File: src/hdl/char_lcd_write_sequencer_defines.svh
// ----------------------------------------------------------------------------
// char lcd write sequencer assertion macros
// concurrent checks on clk, disabled while rst_n is low
// ----------------------------------------------------------------------------
`ifndef CHAR_LCD_WRITE_SEQUENCER_DEFINES_SVH
`define CHAR_LCD_WRITE_SEQUENCER_DEFINES_SVH

`ifndef NO_ASSERTIONS

// consequent must hold in the cycle after the antecedent
`define CLWS_ASSERT_NEXT(label, ante, cons) \
    label: assert property (@(posedge clk) disable iff (!rst_n) (ante) |=> (cons)) \
        else $error("char lcd write sequencer check failed");

// consequent must hold later than the antecedent, at the delay of this macro
`define CLWS_ASSERT_AFTER8(label, ante, cons) \
    label: assert property (@(posedge clk) disable iff (!rst_n) (ante) |-> ##8 (cons)) \
        else $error("char lcd write sequencer check failed");

`else

`define CLWS_ASSERT_NEXT(label, ante, cons)
`define CLWS_ASSERT_AFTER8(label, ante, cons)

`endif

`endif

File: src/hdl/clws_pkg.sv
// ----------------------------------------------------------------------------
// clws_pkg
// shared types and constants of the char lcd write sequencer
// ----------------------------------------------------------------------------
`timescale 1ns / 1ps
`default_nettype none

package clws_pkg;

    // request codes
    localparam logic [2:0] ACT_INIT    = 3'd0;
    localparam logic [2:0] ACT_COMMAND = 3'd1;
    localparam logic [2:0] ACT_DATA    = 3'd2;
    localparam logic [2:0] ACT_GOTO    = 3'd3;
    localparam logic [2:0] ACT_NUMBER  = 3'd4;

    // configuration register indexes
    localparam logic [1:0] REG_BUS_MODE    = 2'd0;
    localparam logic [1:0] REG_LINE_LENGTH = 2'd1;

    // display bytes
    localparam logic [7:0] CMD_FUNC_8BIT  = 8'b0011_1000;
    localparam logic [7:0] CMD_FUNC_4BIT  = 8'b0010_1000;
    localparam logic [7:0] CMD_DISPLAY_ON = 8'b0000_1100;
    localparam logic [7:0] CMD_CLEAR      = 8'b0000_0001;
    localparam logic [7:0] NIBBLE_4BIT    = 8'h02;
    localparam logic [7:0] CMD_SET_ADDR   = 8'h80;
    localparam logic [7:0] ROW2_OFFSET    = 8'h40;
    localparam logic [7:0] ASCII_MINUS    = 8'h2D;
    localparam logic [7:0] ASCII_ZERO     = 8'h30;

    // sizes
    localparam int unsigned MAX_WRITES  = 24;
    localparam int unsigned WRITE_CNT_W = $clog2(MAX_WRITES + 1);
    localparam int unsigned NUM_DIGITS  = 10;
    localparam int unsigned DIGIT_CNT_W = $clog2(NUM_DIGITS + 1);
    localparam int unsigned BCD_W       = 4 * NUM_DIGITS;
    localparam int unsigned MAG_W       = 32;
    localparam int unsigned CONV_CNT_W  = $clog2(MAG_W + 1);
    localparam int unsigned POS_W       = 7;
    localparam int unsigned LINE_W      = 6;

    // which byte the datapath puts on the bus
    typedef enum logic [3:0] {
        SEL_NIBBLE_INIT,
        SEL_FUNC,
        SEL_DISPLAY,
        SEL_CLEAR,
        SEL_INPUT_CMD,
        SEL_GOTO,
        SEL_LINE2,
        SEL_HOME,
        SEL_INPUT_CHAR,
        SEL_MINUS,
        SEL_DIGIT
    } byte_sel_t;

    typedef struct packed {
        logic      load;         // latch the incoming item
        logic      req;          // byte write wanted
        byte_sel_t sel;
        logic      final_write;  // byte is the last one of the request
        logic      pos_clear;
        logic      pos_inc;
        logic      digit_shift;  // drop the top decimal digit
    } clws_cmd_t;

    typedef struct packed {
        logic byte_done;       // requested byte fully written or dropped
        logic pos_at_line;
        logic pos_at_end;
        logic conv_done;
        logic top_digit_zero;
        logic one_digit_left;
        logic is_negative;
        logic is_clear_cmd;
        logic four_bit;
    } clws_status_t;

endpackage

`default_nettype wire

File: src/hdl/clws_ctrl.sv
// ----------------------------------------------------------------------------
// clws_ctrl
// request sequencer: walks each action through its list of bus bytes
// ----------------------------------------------------------------------------
`timescale 1ns / 1ps
`default_nettype none

module clws_ctrl
    import clws_pkg::*;
(
    input  wire logic         clk,
    input  wire logic         rst_n,
    input  wire logic         start,
    input  wire logic [2:0]   action,
    output logic              idle,
    output clws_cmd_t         cmd,
    input  wire clws_status_t stat
);

    typedef enum logic [3:0] {
        S_IDLE,
        S_INIT_NIBBLE,
        S_INIT_FUNC,
        S_INIT_DISPLAY,
        S_INIT_CLEAR,
        S_COMMAND,
        S_GOTO,
        S_CONVERT,
        S_SKIP_ZEROS,
        S_DATA_LINE2,
        S_DATA_HOME,
        S_DATA_CHAR
    } state_t;

    typedef enum logic [1:0] {
        CH_INPUT,
        CH_MINUS,
        CH_DIGIT
    } char_kind_t;

    state_t     state_reg, state_next;
    char_kind_t kind_reg, kind_next;

    always_comb
    begin
        state_next = state_reg;
        kind_next  = kind_reg;
        cmd        = '0;
        idle       = 1'b0;
        case (state_reg)
            S_IDLE:
            begin
                idle = 1'b1;
                if (start)
                begin
                    cmd.load = 1'b1;
                    case (action)
                        ACT_INIT:
                        begin
                            cmd.pos_clear = 1'b1;
                            state_next    = stat.four_bit ? S_INIT_NIBBLE : S_INIT_FUNC;
                        end
                        ACT_COMMAND: state_next = S_COMMAND;
                        ACT_DATA:
                        begin
                            kind_next  = CH_INPUT;
                            state_next = S_DATA_LINE2;
                        end
                        ACT_GOTO:    state_next = S_GOTO;
                        ACT_NUMBER:  state_next = S_CONVERT;
                        default:     state_next = S_IDLE;
                    endcase
                end
            end
            S_INIT_NIBBLE:
            begin
                cmd.req = 1'b1;
                cmd.sel = SEL_NIBBLE_INIT;
                if (stat.byte_done)
                    state_next = S_INIT_FUNC;
            end
            S_INIT_FUNC:
            begin
                cmd.req = 1'b1;
                cmd.sel = SEL_FUNC;
                if (stat.byte_done)
                    state_next = S_INIT_DISPLAY;
            end
            S_INIT_DISPLAY:
            begin
                cmd.req = 1'b1;
                cmd.sel = SEL_DISPLAY;
                if (stat.byte_done)
                    state_next = S_INIT_CLEAR;
            end
            S_INIT_CLEAR:
            begin
                cmd.req         = 1'b1;
                cmd.sel         = SEL_CLEAR;
                cmd.final_write = 1'b1;
                if (stat.byte_done)
                begin
                    cmd.pos_clear = 1'b1;
                    state_next    = S_IDLE;
                end
            end
            S_COMMAND:
            begin
                cmd.req         = 1'b1;
                cmd.sel         = SEL_INPUT_CMD;
                cmd.final_write = 1'b1;
                if (stat.byte_done)
                begin
                    cmd.pos_clear = stat.is_clear_cmd;
                    state_next    = S_IDLE;
                end
            end
            S_GOTO:
            begin
                cmd.req         = 1'b1;
                cmd.sel         = SEL_GOTO;
                cmd.final_write = 1'b1;
                if (stat.byte_done)
                    state_next = S_IDLE;
            end
            S_CONVERT:
            begin
                if (stat.conv_done)
                begin
                    if (stat.is_negative)
                    begin
                        kind_next  = CH_MINUS;
                        state_next = S_DATA_LINE2;
                    end
                    else
                    begin
                        state_next = S_SKIP_ZEROS;
                    end
                end
            end
            S_SKIP_ZEROS:
            begin
                // leading zeros go, the units digit always stays
                if (stat.top_digit_zero && !stat.one_digit_left)
                begin
                    cmd.digit_shift = 1'b1;
                end
                else
                begin
                    kind_next  = CH_DIGIT;
                    state_next = S_DATA_LINE2;
                end
            end
            S_DATA_LINE2:
            begin
                if (stat.pos_at_line)
                begin
                    cmd.req = 1'b1;
                    cmd.sel = SEL_LINE2;
                    if (stat.byte_done)
                        state_next = S_DATA_HOME;
                end
                else
                begin
                    state_next = S_DATA_HOME;
                end
            end
            S_DATA_HOME:
            begin
                if (stat.pos_at_end)
                begin
                    cmd.req = 1'b1;
                    cmd.sel = SEL_HOME;
                    if (stat.byte_done)
                    begin
                        cmd.pos_clear = 1'b1;
                        state_next    = S_DATA_CHAR;
                    end
                end
                else
                begin
                    state_next = S_DATA_CHAR;
                end
            end
            S_DATA_CHAR:
            begin
                cmd.req = 1'b1;
                case (kind_reg)
                    CH_INPUT: cmd.sel = SEL_INPUT_CHAR;
                    CH_MINUS: cmd.sel = SEL_MINUS;
                    default:  cmd.sel = SEL_DIGIT;
                endcase
                cmd.final_write = (kind_reg == CH_INPUT)
                                  || (kind_reg == CH_DIGIT && stat.one_digit_left);
                if (stat.byte_done)
                begin
                    cmd.pos_inc = 1'b1;
                    case (kind_reg)
                        CH_INPUT: state_next = S_IDLE;
                        CH_MINUS: state_next = S_SKIP_ZEROS;
                        default:
                        begin
                            cmd.digit_shift = 1'b1;
                            state_next      = stat.one_digit_left ? S_IDLE : S_DATA_LINE2;
                        end
                    endcase
                end
            end
            default: state_next = S_IDLE;
        endcase
    end

    always_ff @(posedge clk or negedge rst_n)
    begin
        if (!rst_n)
        begin
            state_reg <= S_IDLE;
            kind_reg  <= CH_INPUT;
        end
        else
        begin
            state_reg <= state_next;
            kind_reg  <= kind_next;
        end
    end

endmodule

`default_nettype wire

File: src/hdl/clws_datapath.sv
// ----------------------------------------------------------------------------
// clws_datapath
// item latch, decimal converter, position counter and bus write emitter
// ----------------------------------------------------------------------------
`timescale 1ns / 1ps
`default_nettype none

module clws_datapath
    import clws_pkg::*;
(
    input  wire logic              clk,
    input  wire logic              rst_n,
    input  wire logic [7:0]        byte_value,
    input  wire logic [5:0]        column,
    input  wire logic              row,
    input  wire logic [MAG_W-1:0]  number,
    input  wire logic              bus_width_mode,
    input  wire logic [LINE_W-1:0] line_length,
    input  wire clws_cmd_t         cmd,
    output clws_status_t           stat,
    output logic                   out_valid,
    input  wire logic              out_ready,
    output logic [7:0]             out_bus_value,
    output logic                   out_reg_select,
    output logic                   out_last
);

    // latched item
    logic [7:0]              byte_reg, byte_next;
    logic [5:0]              col_reg, col_next;
    logic                    row_reg, row_next;
    logic                    neg_reg, neg_next;
    // decimal conversion
    logic [MAG_W-1:0]        mag_reg, mag_next;
    logic [BCD_W-1:0]        bcd_reg, bcd_next;
    logic [BCD_W-1:0]        bcd_adj;
    logic [CONV_CNT_W-1:0]   conv_cnt_reg, conv_cnt_next;
    logic [DIGIT_CNT_W-1:0]  digits_reg, digits_next;
    // position and emitter
    logic [POS_W-1:0]        pos_reg, pos_next;
    logic [WRITE_CNT_W-1:0]  wcnt_reg, wcnt_next;
    logic                    phase_reg, phase_next;
    logic                    ovalid_reg, ovalid_next;
    logic [7:0]              odata_reg, odata_next;
    logic                    ors_reg, ors_next;
    logic                    olast_reg, olast_next;

    logic [7:0] bus_byte;
    logic       bus_rs;
    logic       single_nibble;
    logic       split;
    logic       part_last;
    logic       capped;
    logic       slot_free;
    logic       fire;

    // double dabble correction, digits are independent
    always_comb
    begin
        logic [3:0] d;
        for (int i = 0; i < NUM_DIGITS; i++)
        begin
            d = bcd_reg[4*i +: 4];
            bcd_adj[4*i +: 4] = (d >= 4'd5) ? d + 4'd3 : d;
        end
    end

    // byte to write
    always_comb
    begin
        bus_byte      = 8'h00;
        bus_rs        = 1'b0;
        single_nibble = 1'b0;
        case (cmd.sel)
            SEL_NIBBLE_INIT:
            begin
                bus_byte      = NIBBLE_4BIT;
                single_nibble = 1'b1;
            end
            SEL_FUNC:       bus_byte = bus_width_mode ? CMD_FUNC_4BIT : CMD_FUNC_8BIT;
            SEL_DISPLAY:    bus_byte = CMD_DISPLAY_ON;
            SEL_CLEAR:      bus_byte = CMD_CLEAR;
            SEL_INPUT_CMD:  bus_byte = byte_reg;
            SEL_GOTO:       bus_byte = CMD_SET_ADDR + {2'b00, col_reg}
                                       + (row_reg ? ROW2_OFFSET : 8'h00);
            SEL_LINE2:      bus_byte = CMD_SET_ADDR + ROW2_OFFSET;
            SEL_HOME:       bus_byte = CMD_SET_ADDR;
            SEL_INPUT_CHAR:
            begin
                bus_byte = byte_reg;
                bus_rs   = 1'b1;
            end
            SEL_MINUS:
            begin
                bus_byte = ASCII_MINUS;
                bus_rs   = 1'b1;
            end
            SEL_DIGIT:
            begin
                bus_byte = ASCII_ZERO | {4'h0, bcd_reg[BCD_W-1 -: 4]};
                bus_rs   = 1'b1;
            end
            default:        bus_byte = 8'h00;
        endcase
    end

    assign split     = bus_width_mode && !single_nibble;
    assign part_last = !split || phase_reg;
    assign capped    = (wcnt_reg == WRITE_CNT_W'(MAX_WRITES));
    assign slot_free = !ovalid_reg || out_ready;
    assign fire      = cmd.req && !capped && slot_free;

    always_comb
    begin
        byte_next     = byte_reg;
        col_next      = col_reg;
        row_next      = row_reg;
        neg_next      = neg_reg;
        mag_next      = mag_reg;
        bcd_next      = bcd_reg;
        conv_cnt_next = conv_cnt_reg;
        digits_next   = digits_reg;
        pos_next      = pos_reg;
        wcnt_next     = wcnt_reg;
        phase_next    = phase_reg;
        ovalid_next   = ovalid_reg;
        odata_next    = odata_reg;
        ors_next      = ors_reg;
        olast_next    = olast_reg;

        if (cmd.load)
        begin
            byte_next     = byte_value;
            col_next      = column;
            row_next      = row;
            neg_next      = number[MAG_W-1];
            mag_next      = number[MAG_W-1] ? (~number + 1'b1) : number;
            bcd_next      = '0;
            conv_cnt_next = CONV_CNT_W'(MAG_W);
            digits_next   = DIGIT_CNT_W'(NUM_DIGITS);
            wcnt_next     = '0;
            phase_next    = 1'b0;
        end
        else
        begin
            if (conv_cnt_reg != '0)
            begin
                bcd_next      = {bcd_adj[BCD_W-2:0], mag_reg[MAG_W-1]};
                mag_next      = {mag_reg[MAG_W-2:0], 1'b0};
                conv_cnt_next = conv_cnt_reg - 1'b1;
            end
            else if (cmd.digit_shift)
            begin
                bcd_next    = {bcd_reg[BCD_W-5:0], 4'h0};
                digits_next = digits_reg - 1'b1;
            end
            if (fire)
            begin
                wcnt_next  = wcnt_reg + 1'b1;
                phase_next = split && !phase_reg;
            end
        end

        if (cmd.pos_clear)
            pos_next = '0;
        else if (cmd.pos_inc)
            pos_next = pos_reg + 1'b1;

        if (fire)
        begin
            ovalid_next = 1'b1;
            ors_next    = bus_rs;
            if (!split)
                odata_next = bus_byte;
            else if (phase_reg)
                odata_next = {4'h0, bus_byte[3:0]};
            else
                odata_next = {4'h0, bus_byte[7:4]};
            olast_next  = (cmd.final_write && part_last)
                          || (wcnt_reg == WRITE_CNT_W'(MAX_WRITES - 1));
        end
        else if (out_ready)
        begin
            ovalid_next = 1'b0;
        end
    end

    always_ff @(posedge clk or negedge rst_n)
    begin
        if (!rst_n)
        begin
            conv_cnt_reg <= '0;
            digits_reg   <= '0;
            pos_reg      <= '0;
            wcnt_reg     <= '0;
            phase_reg    <= 1'b0;
            ovalid_reg   <= 1'b0;
        end
        else
        begin
            conv_cnt_reg <= conv_cnt_next;
            digits_reg   <= digits_next;
            pos_reg      <= pos_next;
            wcnt_reg     <= wcnt_next;
            phase_reg    <= phase_next;
            ovalid_reg   <= ovalid_next;
        end
    end

    always_ff @(posedge clk)
    begin
        byte_reg  <= byte_next;
        col_reg   <= col_next;
        row_reg   <= row_next;
        neg_reg   <= neg_next;
        mag_reg   <= mag_next;
        bcd_reg   <= bcd_next;
        odata_reg <= odata_next;
        ors_reg   <= ors_next;
        olast_reg <= olast_next;
    end

    assign stat.byte_done      = cmd.req && (capped || (slot_free && part_last));
    assign stat.pos_at_line    = (pos_reg == {1'b0, line_length});
    assign stat.pos_at_end     = (pos_reg == {line_length, 1'b0});
    assign stat.conv_done      = (conv_cnt_reg == '0);
    assign stat.top_digit_zero = (bcd_reg[BCD_W-1 -: 4] == 4'h0);
    assign stat.one_digit_left = (digits_reg == DIGIT_CNT_W'(1));
    assign stat.is_negative    = neg_reg;
    assign stat.is_clear_cmd   = (byte_reg == CMD_CLEAR);
    assign stat.four_bit       = bus_width_mode;

    assign out_valid      = ovalid_reg;
    assign out_bus_value  = odata_reg;
    assign out_reg_select = ors_reg;
    assign out_last       = olast_reg;

endmodule

`default_nettype wire

File: src/hdl/char_lcd_write_sequencer.sv
// ----------------------------------------------------------------------------
// char_lcd_write_sequencer
// turns display requests into character-lcd register writes
// ----------------------------------------------------------------------------
// usage
//   s_* channel takes one request item: init, raw command, data byte,
//   go to column/row, or signed decimal number; codes 5..7 are dropped
//   m_* channel gives one item per bus write: tdata is the byte (eight-bit
//   bus) or the nibble in bits 3:0 (four-bit bus, high nibble first),
//   tuser is register select, tlast marks the final write of the request
//   cfg_* channel writes bus mode (index 0) and line length (index 1)
//   a request yields at most 24 writes; further writes are dropped but the
//   character position still advances
// timing
//   one request at a time; s_tready is high only while the sequencer idles
//   init, command and go-to writes reach the registered output after acceptance
//   and follow one per cycle while m_tready stays high
//   a data character passes the line-two check and then the home check
//   before its write; a wrap command is written in that check's state
//   a number request runs through the shift-and-add-3 converter, then
//   drops each leading zero digit before it reaches the first digit
//   a stalled m_tready holds the current write and the sequencer waits on it
// reset
//   eight-bit bus, line length 16, position 0, output empty
// ----------------------------------------------------------------------------
`timescale 1ns / 1ps
`default_nettype none

`include "char_lcd_write_sequencer_defines.svh"

module char_lcd_write_sequencer
    import clws_pkg::*;
(
    input  wire logic        clk,
    input  wire logic        rst_n,
    // request channel
    input  wire logic        s_tvalid,
    output logic             s_tready,
    // action[2:0], byte_value[10:3], column[16:11], row[17], number[49:18]
    input  wire logic [55:0] s_tdata,
    // bus write channel
    output logic             m_tvalid,
    input  wire logic        m_tready,
    // bus_value[7:0]
    output logic [7:0]       m_tdata,
    // reg_select[0]
    output logic             m_tuser,
    output logic             m_tlast,
    // configuration channel
    input  wire logic        cfg_valid,
    output logic             cfg_ready,
    input  wire logic [1:0]  cfg_index,
    input  wire logic [7:0]  cfg_data
);

    localparam logic [LINE_W-1:0] LINE_RESET = 6'd16;

    logic              mode_reg, mode_next;
    logic [LINE_W-1:0] line_reg, line_next;

    logic [2:0]        in_action;
    logic [7:0]        in_byte_value;
    logic [5:0]        in_column;
    logic              in_row;
    logic [MAG_W-1:0]  in_number;

    logic              idle;
    clws_cmd_t         cmd;
    clws_status_t      stat;

    // unpack the request item
    assign in_action     = s_tdata[2:0];
    assign in_byte_value = s_tdata[10:3];
    assign in_column     = s_tdata[16:11];
    assign in_row        = s_tdata[17];
    assign in_number     = s_tdata[49:18];

    // configuration registers, always writable; unknown indexes ignored
    assign cfg_ready = 1'b1;

    always_comb
    begin
        mode_next = mode_reg;
        line_next = line_reg;
        if (cfg_valid)
        begin
            case (cfg_index)
                REG_BUS_MODE:    mode_next = cfg_data[0];
                REG_LINE_LENGTH: line_next = cfg_data[LINE_W-1:0];
                default:         mode_next = mode_reg;
            endcase
        end
    end

    always_ff @(posedge clk or negedge rst_n)
    begin
        if (!rst_n)
        begin
            mode_reg <= 1'b0;
            line_reg <= LINE_RESET;
        end
        else
        begin
            mode_reg <= mode_next;
            line_reg <= line_next;
        end
    end

    // a request is taken only while the sequencer is idle
    assign s_tready = idle;

    clws_ctrl u_ctrl (
        .clk    (clk),
        .rst_n  (rst_n),
        .start  (s_tvalid),
        .action (in_action),
        .idle   (idle),
        .cmd    (cmd),
        .stat   (stat)
    );

    clws_datapath u_datapath (
        .clk            (clk),
        .rst_n          (rst_n),
        .byte_value     (in_byte_value),
        .column         (in_column),
        .row            (in_row),
        .number         (in_number),
        .bus_width_mode (mode_reg),
        .line_length    (line_reg),
        .cmd            (cmd),
        .stat           (stat),
        .out_valid      (m_tvalid),
        .out_ready      (m_tready),
        .out_bus_value  (m_tdata),
        .out_reg_select (m_tuser),
        .out_last       (m_tlast)
    );

    // a known action always keeps the sequencer busy for the next cycle
    `CLWS_ASSERT_NEXT(a_known_action_busy, s_tvalid && s_tready && s_tdata[2:0] <= ACT_NUMBER, !s_tready)

    // an unknown action is dropped without leaving idle
    `CLWS_ASSERT_NEXT(a_unknown_action_idle, s_tvalid && s_tready && s_tdata[2:0] > ACT_NUMBER, s_tready)

    // a number request is still converting when the delayed check samples
    `CLWS_ASSERT_AFTER8(a_number_converts, s_tvalid && s_tready && s_tdata[2:0] == ACT_NUMBER, !s_tready)

endmodule

`default_nettype wire
File: config.mk
export PLATFORM = sky130hd
export DESIGN_NAME = char_lcd_write_sequencer
export DESIGN_NICKNAME = d
export VERILOG_FILES = /design/src/hdl/clws_pkg.sv /design/src/hdl/clws_ctrl.sv /design/src/hdl/clws_datapath.sv /design/src/hdl/char_lcd_write_sequencer.sv
export VERILOG_INCLUDE_DIRS = /design/src /design/src/hdl
export SDC_FILE = /design/constraint.sdc
export NUM_CORES = 1
export LEC_CHECK = 0
export CORE_MARGIN = 2
export CORE_UTILIZATION = 55
export CTS_CLUSTER_SIZE = 10
export DETAILED_ROUTE_END_ITERATION = 7
export DONT_BUFFER_PORTS = 1
export GPL_ROUTABILITY_DRIVEN = 0
export PLACE_DENSITY = 0.68
export SLEW_MARGIN = 20
export SYNTH_ARGS = -nofsm -noshare
export SYNTH_HDL_FRONTEND = slang
export SYNTH_HIERARCHICAL = 1
export SYNTH_SLANG_ARGS = --single-unit
export TNS_END_PERCENT = 100
File: constraint.sdc
create_clock -name clk -period 5.1 [get_ports clk]
set_input_delay 0.765 -clock clk [delete_from_list [all_inputs] [get_ports clk]]
set_output_delay 0.765 -clock clk [all_outputs]
set_load 0.05 [all_outputs]
==> metrics.md, run 1 <==
| Metric | Value |
|---|---|
| DRC viols | `0` |
| Final Cycle Share | `91.4%` |
| DRT iter0 DRCs | `677` |
| Post-layout minimum cycle time | `4.66 ns` |
| Setup violators final | `0` |
| Peak Freq | `0.215 GHz` |
| DR WL/cell | `16.6 microns` |
| Worst IR Drop VDD | `0.000308 V` |
| CP arrival | `4.94 ns` |
| CP max stage cell | `buf_4` |
| Post-route cell area | `0.00903 sq mm` |
| Largest area contributor in the netlist | `edfxtp_1` |
| ANT cells | `0` |
| Core Box Area | `0.0146 sq mm` |
| Routed WL | `17.9 mm` |
| First-pass GRT wire length | `30.6 mm` |
| CP Cell Sequence | `xor2_1, or4_1, nor4_2, inv_1, o21ai_0, a32oi_1, o32ai_2, or2_2, o31a_1, nand2_1, nand2_1, a21boi_0, and3_1, a32o_2, buf_4, nor2_1, buf_4, o21ai_0, a21oi_1` |
| Antenna viol nets, final | `0` |
| Die Area | `0.0161 sq mm` |
| Multi-input gate area | `0.00444 sq mm` |
| CTS tree | `yes` |
| Post-Syn Nets | `1001` |
| Leak | `3.49 nW` |
| Syn avg cell area | `9.19 sq um` |
| Area contributors post-synth | `edfxtp_1 21%, dfrtp_1 11%, dfxtp_1 9.7%` |
| Final Core Density | `61.7%` |
| Synth Instances | `902` |
| CP Buf/Inv Count | `3` |
| Most frequent cell after synthesis | `nor2_1` |
| Die width | `127 microns` |
| Skew final | `0.00909 ns` |
| Clk slew on worst S/H paths | `0.06 ns` |
| Synth cell types | `69` |
| Num Clock Sinks | `135` |
| Worst skew pair latency | `0.42 ns` |
| PwrDens | `611 mW/mm^2` |
| Number of max-cap violations | `0` |
| Worst Setup End Kind | `register` |
| Hpwl dp | `12.0 mm` |
| Endpoints failing hold | `0` |
| Seq cells post-synth | `135` |
| Critical Path Fanout Max | `32` |
| Overall power | `5.52 mW` |
| Final max-slew violation count | `0` |
| IO Port Bufs | `0` |
| Nets | `978` |
| Vias in the first global route | `6534` |
| Yosys top cell area share | `21.0%` |
| DR vias | `6695` |
| Critical path class | `reg2reg` |
| Total GRT Usage | `22.9%` |
| Worst relative slew slack | `56.4%` |
| Required @ worst endpoint | `5.38 ns` |
| Clock root buffer | `clkbuf_16` |
| Max reg flops | `40` |
| Startpoint class of the critical path | `register` |
| Initial antenna violation count | `0` |
| Sequential Area | `0.00347 sq mm` |
| I/O pin count | `84` |
| Unrepaired setup endpoints after global routing | `no` |
| CTS Buffer Depth | `2` |
| Sequential cell area fraction in the yosys report | `41.9%` |
| Share of flip-flops with an asynchronous set or reset | `27.4%` |
| Post-CTS Hold Buffers | `0` |
| Outcome | `finished, final reports clean` |
| Largest net degree at the start of global routing | `61` |
| Ys Warns | `6` |
| Setup TNS | `0 ns` |
| Hold Crit Class | `in2async` |
| Congestion Overflow GR | `0` |
| Area Overhead vs Synth | `8.96%` |
| CP top delay family | `compound AO/OA/AOI/OAI gates` |
| CP max stage delay | `0.46 ns` |
| Mapped Area | `0.00829 sq mm` |
| Worst Max-Slew Pin Slew | `0.654 ns` |
| Initial DRT Pass Iterations | `7` |
| Initial Util | `56.6%` |
| Synth top cells by count | `105 x nor2_1, 72 x a21oi_1, 58 x edfxtp_1, 49 x nand2_1` |
| Die Ht | `127 microns` |
| Area of placed instances | `0.00841 sq mm` |
| Via/cell ratio | `6.22` |
| Site Rows | `44` |
| Htree depth | `4` |
| Ys flop type | `edfxtp_1` |
| Number of flops mapped to enable cells by yosys | `58` |
| Share of cells above drive strength 1 | `8.52%` |
| CTS Buf Count | `17` |
| # fillers | `1200` |
==> worst register-to-register path, stage by stage, from the launching register on <==
cell	delay, ns
dfrtp_1	0.45
xor2_1	0.19
or4_1	0.14
nor4_2	0.06
inv_1	0.09
o21ai_0	0.09
a32oi_1	0.25
o32ai_2	0.13
or2_2	0.36
o31a_1	0.31
nand2_1	0.23
nand2_1	0.09
a21boi_0	0.26
and3_1	0.40
a32o_2	0.39
buf_4	0.46
nor2_1	0.13
buf_4	0.20
o21ai_0	0.19
a21oi_1	0.09
==> power breakdown <==
group          switching (mW)  total, mW  internal (mW)
registers               0.503       2.16           1.65
logic                    1.17       2.08          0.905
clock network           0.498       1.28          0.783
total                    2.18       5.52           3.34
==> area by class of cell <==
class                      instances  area share [%]
tap                              184            2.55
clock buffer                      17            4.71
multi-input combinational        667            49.2
inverter                          43            1.79
clock inverter                    15            2.15
sequential                       135            38.4
timing repair buffer              15            1.25
==> path summary, 6_finish.rpt <==
check                                             from                     end  slack [ns]  depth (start not counted)
worst max-delay path             u_datapath/pos_reg[4]  u_datapath/bcd_reg[15]        0.44                         19
worst min-delay path                             rst_n             line_reg[5]        0.04                          0
worst max register to register   u_datapath/pos_reg[4]  u_datapath/bcd_reg[15]        0.44                         19
worst min register to register  u_datapath/mag_reg[31]   u_datapath/bcd_reg[0]        0.50                          2
max in group asynchronous                        rst_n             line_reg[4]        4.90                          0
min in group clk                           s_tdata[16]   u_datapath/col_reg[5]        0.44                          0
==> routing by layer <==
layer  global-route usage [%]  wire, microns
met1                     29.2           8060
met2                     38.9           8700
met3                     5.23            780
met4                     7.63            367
met5                        0              0
==> cell families after synthesis <==
| logic type | count (synthesis) | share of synthesized area (%) |
|---|---|---|
| AO/OA/AOI/OAI | 234 | 18.9 |
| adder cells (fa/ha/maj) | 28 | 4.23 |
| AND/OR/NAND/NOR | 305 | 18.8 |
| other | 1 | 0.0452 |
| buffers and inverters | 100 | 4.87 |
| XOR/XNOR | 57 | 6.02 |
| flip-flops | 135 | 41.9 |
| multiplexers | 42 | 5.28 |
==> through the flow <==
stage                     instances  setup slack [ns]  hold slack, ns
after floorplan                 902             0.255           0.450
after global placement         1044             0.573           0.470
after detailed placement       1044             0.452           0.470
after CTS                      1076             0.397          0.0183
after global routing           1076            0.0860         0.00981
final                          1076             0.441          0.0352
==> cell usage in the layout, fill, tap and decap left out, types with 14 or more instances in the layout <==
cell type / netlist / layout
dfrtp_1: 36 / 36
clkbuf_16: 0 / 17
ha_1: 28 / 28
xnor2_1: 15 / 15
nor3_1: 28 / 28
nand4_1: 14 / 14
a211oi_1: 39 / 39
inv_1: 42 / 42
dfxtp_1: 40 / 40
a21oi_1: 72 / 72
edfxtp_1: 58 / 58
nand2b_1: 21 / 21
nand2_1: 49 / 49
buf_4: 3 / 15
nor3b_1: 17 / 17
o21ai_0: 40 / 40
nor2_1: 105 / 105
mux2i_1: 28 / 28
xor2_1: 42 / 42
==> timing repair <==
action,4_1_cts,5_1_grt
resized for setup,0,1
setup buffers,0,0
endpoints found under the setup margin,0,9
(Power assumes the default switching activity.)
==> run 2: changes to the inputs <==
Settings changed: CORE_UTILIZATION 55 to 58, PLACE_DENSITY 0.68 to 0.72, TNS_END_PERCENT 100 to not set.
==> run 2 against run 1 <==
  * Combinational power hardly changed
  * Global-route usage is 0.35 points higher
  * Largest cell class unchanged
  * Wire length is 2.0% lower
  * Critical path depth stayed put
  * Count of clock-buffer cells in the layout is 1 higher
  * Total power is 2.2% lower
  * Clock skew is 0.0039 ns higher
  * Clock power is 9% lower
  * Critical path type unchanged
  * Via count is 1.0% lower
  * Maximum frequency is 1.9% lower
  * Register-to-register slack worse by 0.09 ns
  * Sequential power hardly changed
==> metrics.md, run 2 (synthesized netlist as in run 1, its figures left out) <==
| Metric | Value |
|---|---|
| DRT iter0 DRCs | `508` |
| Total GRT Usage | `23.3%` |
| Area of placed instances | `0.00842 sq mm` |
| Post-route insts no fill | `1072` |
| CTS Buffer Depth | `2` |
| Required @ worst endpoint | `5.42 ns` |
| Initial antenna violation count | `0` |
| Psw | `2.12 mW` |
| I/O pin count | `84` |
| Critical Path Fanout Max | `31` |
| DRC viols | `0` |
| Peak Freq | `0.211 GHz` |
| Flop pwr share | `39.9%` |
| Critical path class | `reg2reg` |
| Setup violators final | `0` |
| Clock root buffer | `clkbuf_16` |
| Clk slew on worst S/H paths | `0.06 ns` |
| Multi-input gate area | `0.00444 sq mm` |
| Hold WS | `0.0349 ns` |
| Post-layout minimum cycle time | `4.75 ns` |
| Outcome | `finished, final reports clean` |
| DR WL/cell | `16.4 microns` |
| Num Clock Sinks | `135` |
| Die Area | `0.0153 sq mm` |
| Worst relative slew slack | `49.8%` |
| Worst IR Drop VDD | `0.000273 V` |
| Combinational Power Share | `38.5%` |
| Area Overhead vs Synth | `8.33%` |
| Largest net degree at the start of global routing | `108` |
| Commonest non-fill, non-tap cell in the layout | `nor2_1` |
| First-pass GRT wire length | `28.3 mm` |
| Initial DRT Pass Iterations | `6` |
| Worst Max-Slew Pin Slew | `0.752 ns` |
| Die Ht | `124 microns` |
| Vias in the first global route | `6135` |
| Unrepaired setup endpoints after global routing | `no` |
| DR vias | `6627` |
| Hold Crit Class | `in2async` |
| Setup TNS | `0 ns` |
| Max reg flops | `40` |
| IO Port Bufs | `0` |
| ANT cells | `0` |
| Site Rows | `43` |
| Worst Setup End Kind | `register` |
| Initial Util | `59.5%` |
| Leading cell types in the layout, fill and taps excluded | `105 x nor2_1, 72 x a21oi_1, 58 x edfxtp_1, 49 x nand2_1` |
| Congestion Overflow GR | `0` |
| Via/cell ratio | `6.18` |
| Htree depth | `4` |
| Sequential Area | `0.00347 sq mm` |
| Nets | `978` |
| Number of max-cap violations | `0` |
| Post-route cell area | `0.00898 sq mm` |
| Hpwl dp | `11.8 mm` |
| Placed Instances | `1040` |
| Final max-slew violation count | `0` |
| Share of cells above drive strength 1 | `7.96%` |
| Die width | `124 microns` |
| PwrDens | `601 mW/mm^2` |
| Routed WL | `17.6 mm` |
| CP arrival | `5.07 ns` |
| CTS tree | `yes` |
| Endpoints failing hold | `0` |
| Sw frac | `39.3%` |
| Clock share of power | `21.7%` |
| P_int | `3.27 mW` |
| Post-CTS Hold Buffers | `0` |
| Startpoint class of the critical path | `register` |
| Skew final | `0.0130 ns` |
| Leak | `3.45 nW` |
| Worst skew pair latency | `0.42 ns` |
| Antenna viol nets, final | `0` |
| Core Box Area | `0.0139 sq mm` |
| Final Cycle Share | `93.1%` |
| # fillers | `1114` |
| CTS Buf Count | `17` |
==> run 2: cell count changes in the layout (fill, tap and decap cells not counted), moves of 2 or more <==
cell | previous run | this run
clkinv_1 | 1 | 5
inv_6 | 4 | 0
inv_8 | 2 | 0
clkinvlp_4 | 1 | 4
==> run 2: final timing paths <==
path	start	slack (ns)	cells past startpoint	endpoint
min	rst_n	0.03	0	u_datapath/digits_reg[1]
min reg2reg	u_datapath/mag_reg[31]	0.49	2	u_datapath/bcd_reg[0]
max in group asynchronous	rst_n	4.89	0	line_reg[4]
max	u_datapath/pos_reg[4]	0.35	19	u_datapath/bcd_reg[8]
max reg2reg	u_datapath/pos_reg[4]	0.35	19	u_datapath/bcd_reg[8]
min in group clk	s_tdata[10]	0.43	0	u_datapath/byte_reg[7]
==> run 2: per-stage QoR <==
step	worst slack (ns)	total power, mW	utilization, %
floorplan	0.255	3.76	-
global placement	0.354	4.11	60.4
detailed placement	0.269	4.21	60.4
CTS	0.231	5.40	64.4
global route	0.0531	5.78	64.5
finish	0.353	5.40	64.5
==> run 2: power by group through the flow <==
stage | registers (mW) | logic (mW) | clock network [mW]
finish | 2.15 | 2.08 | 1.17
global route | 2.21 | 2.34 | 1.24
CTS | 2.15 | 2.06 | 1.19
detailed placement | 2.17 | 2.05 | 0
global placement | 2.15 | 1.96 | 0
floorplan | 2.05 | 1.72 | 0
==> run 2: final cells by class <==
cell class / count / area share [%]
Multi-Input combinational cell: 667 / 49.4
Clock inverter: 14 / 1.50
Tap cell: 180 / 2.51
Clock buffer: 18 / 4.78
Sequential cell: 135 / 38.6
Inverter: 43 / 1.80
Timing Repair Buffer: 15 / 1.39
==> run 2: worst max-delay path, cell delays in order (launching register included) <==
cell	delay [ns]
dfrtp_1	0.46
xor2_1	0.20
or4_1	0.14
nor4_1	0.05
buf_4	0.14
inv_1	0.08
o21ai_0	0.08
a32oi_1	0.24
o32ai_2	0.13
or2_2	0.35
o31a_1	0.32
nand2_1	0.24
nand2_1	0.09
a21boi_1	0.41
and3_1	0.40
a32o_2	0.39
buf_4	0.46
nand2_1	0.11
o211a_1	0.12
a211oi_1	0.23
==> run 2: per-layer routing <==
| metal | vias up | wire length (microns) | global-route usage (%) |
|---|---|---|---|
| met5 | - | 0 | 0 |
| met4 | 0 | 259 | 8.17 |
| met2 | 181 | 8610 | 38.4 |
| met3 | 19 | 848 | 6.78 |
| met1 | 3180 | 7840 | 29.1 |
| li1 | 3247 | - | - |
==> run 2: repair_timing <==
action,in CTS,in global routing
setup buffers,0,0
setup endpoints to repair,0,36
gates resized for setup,0,2
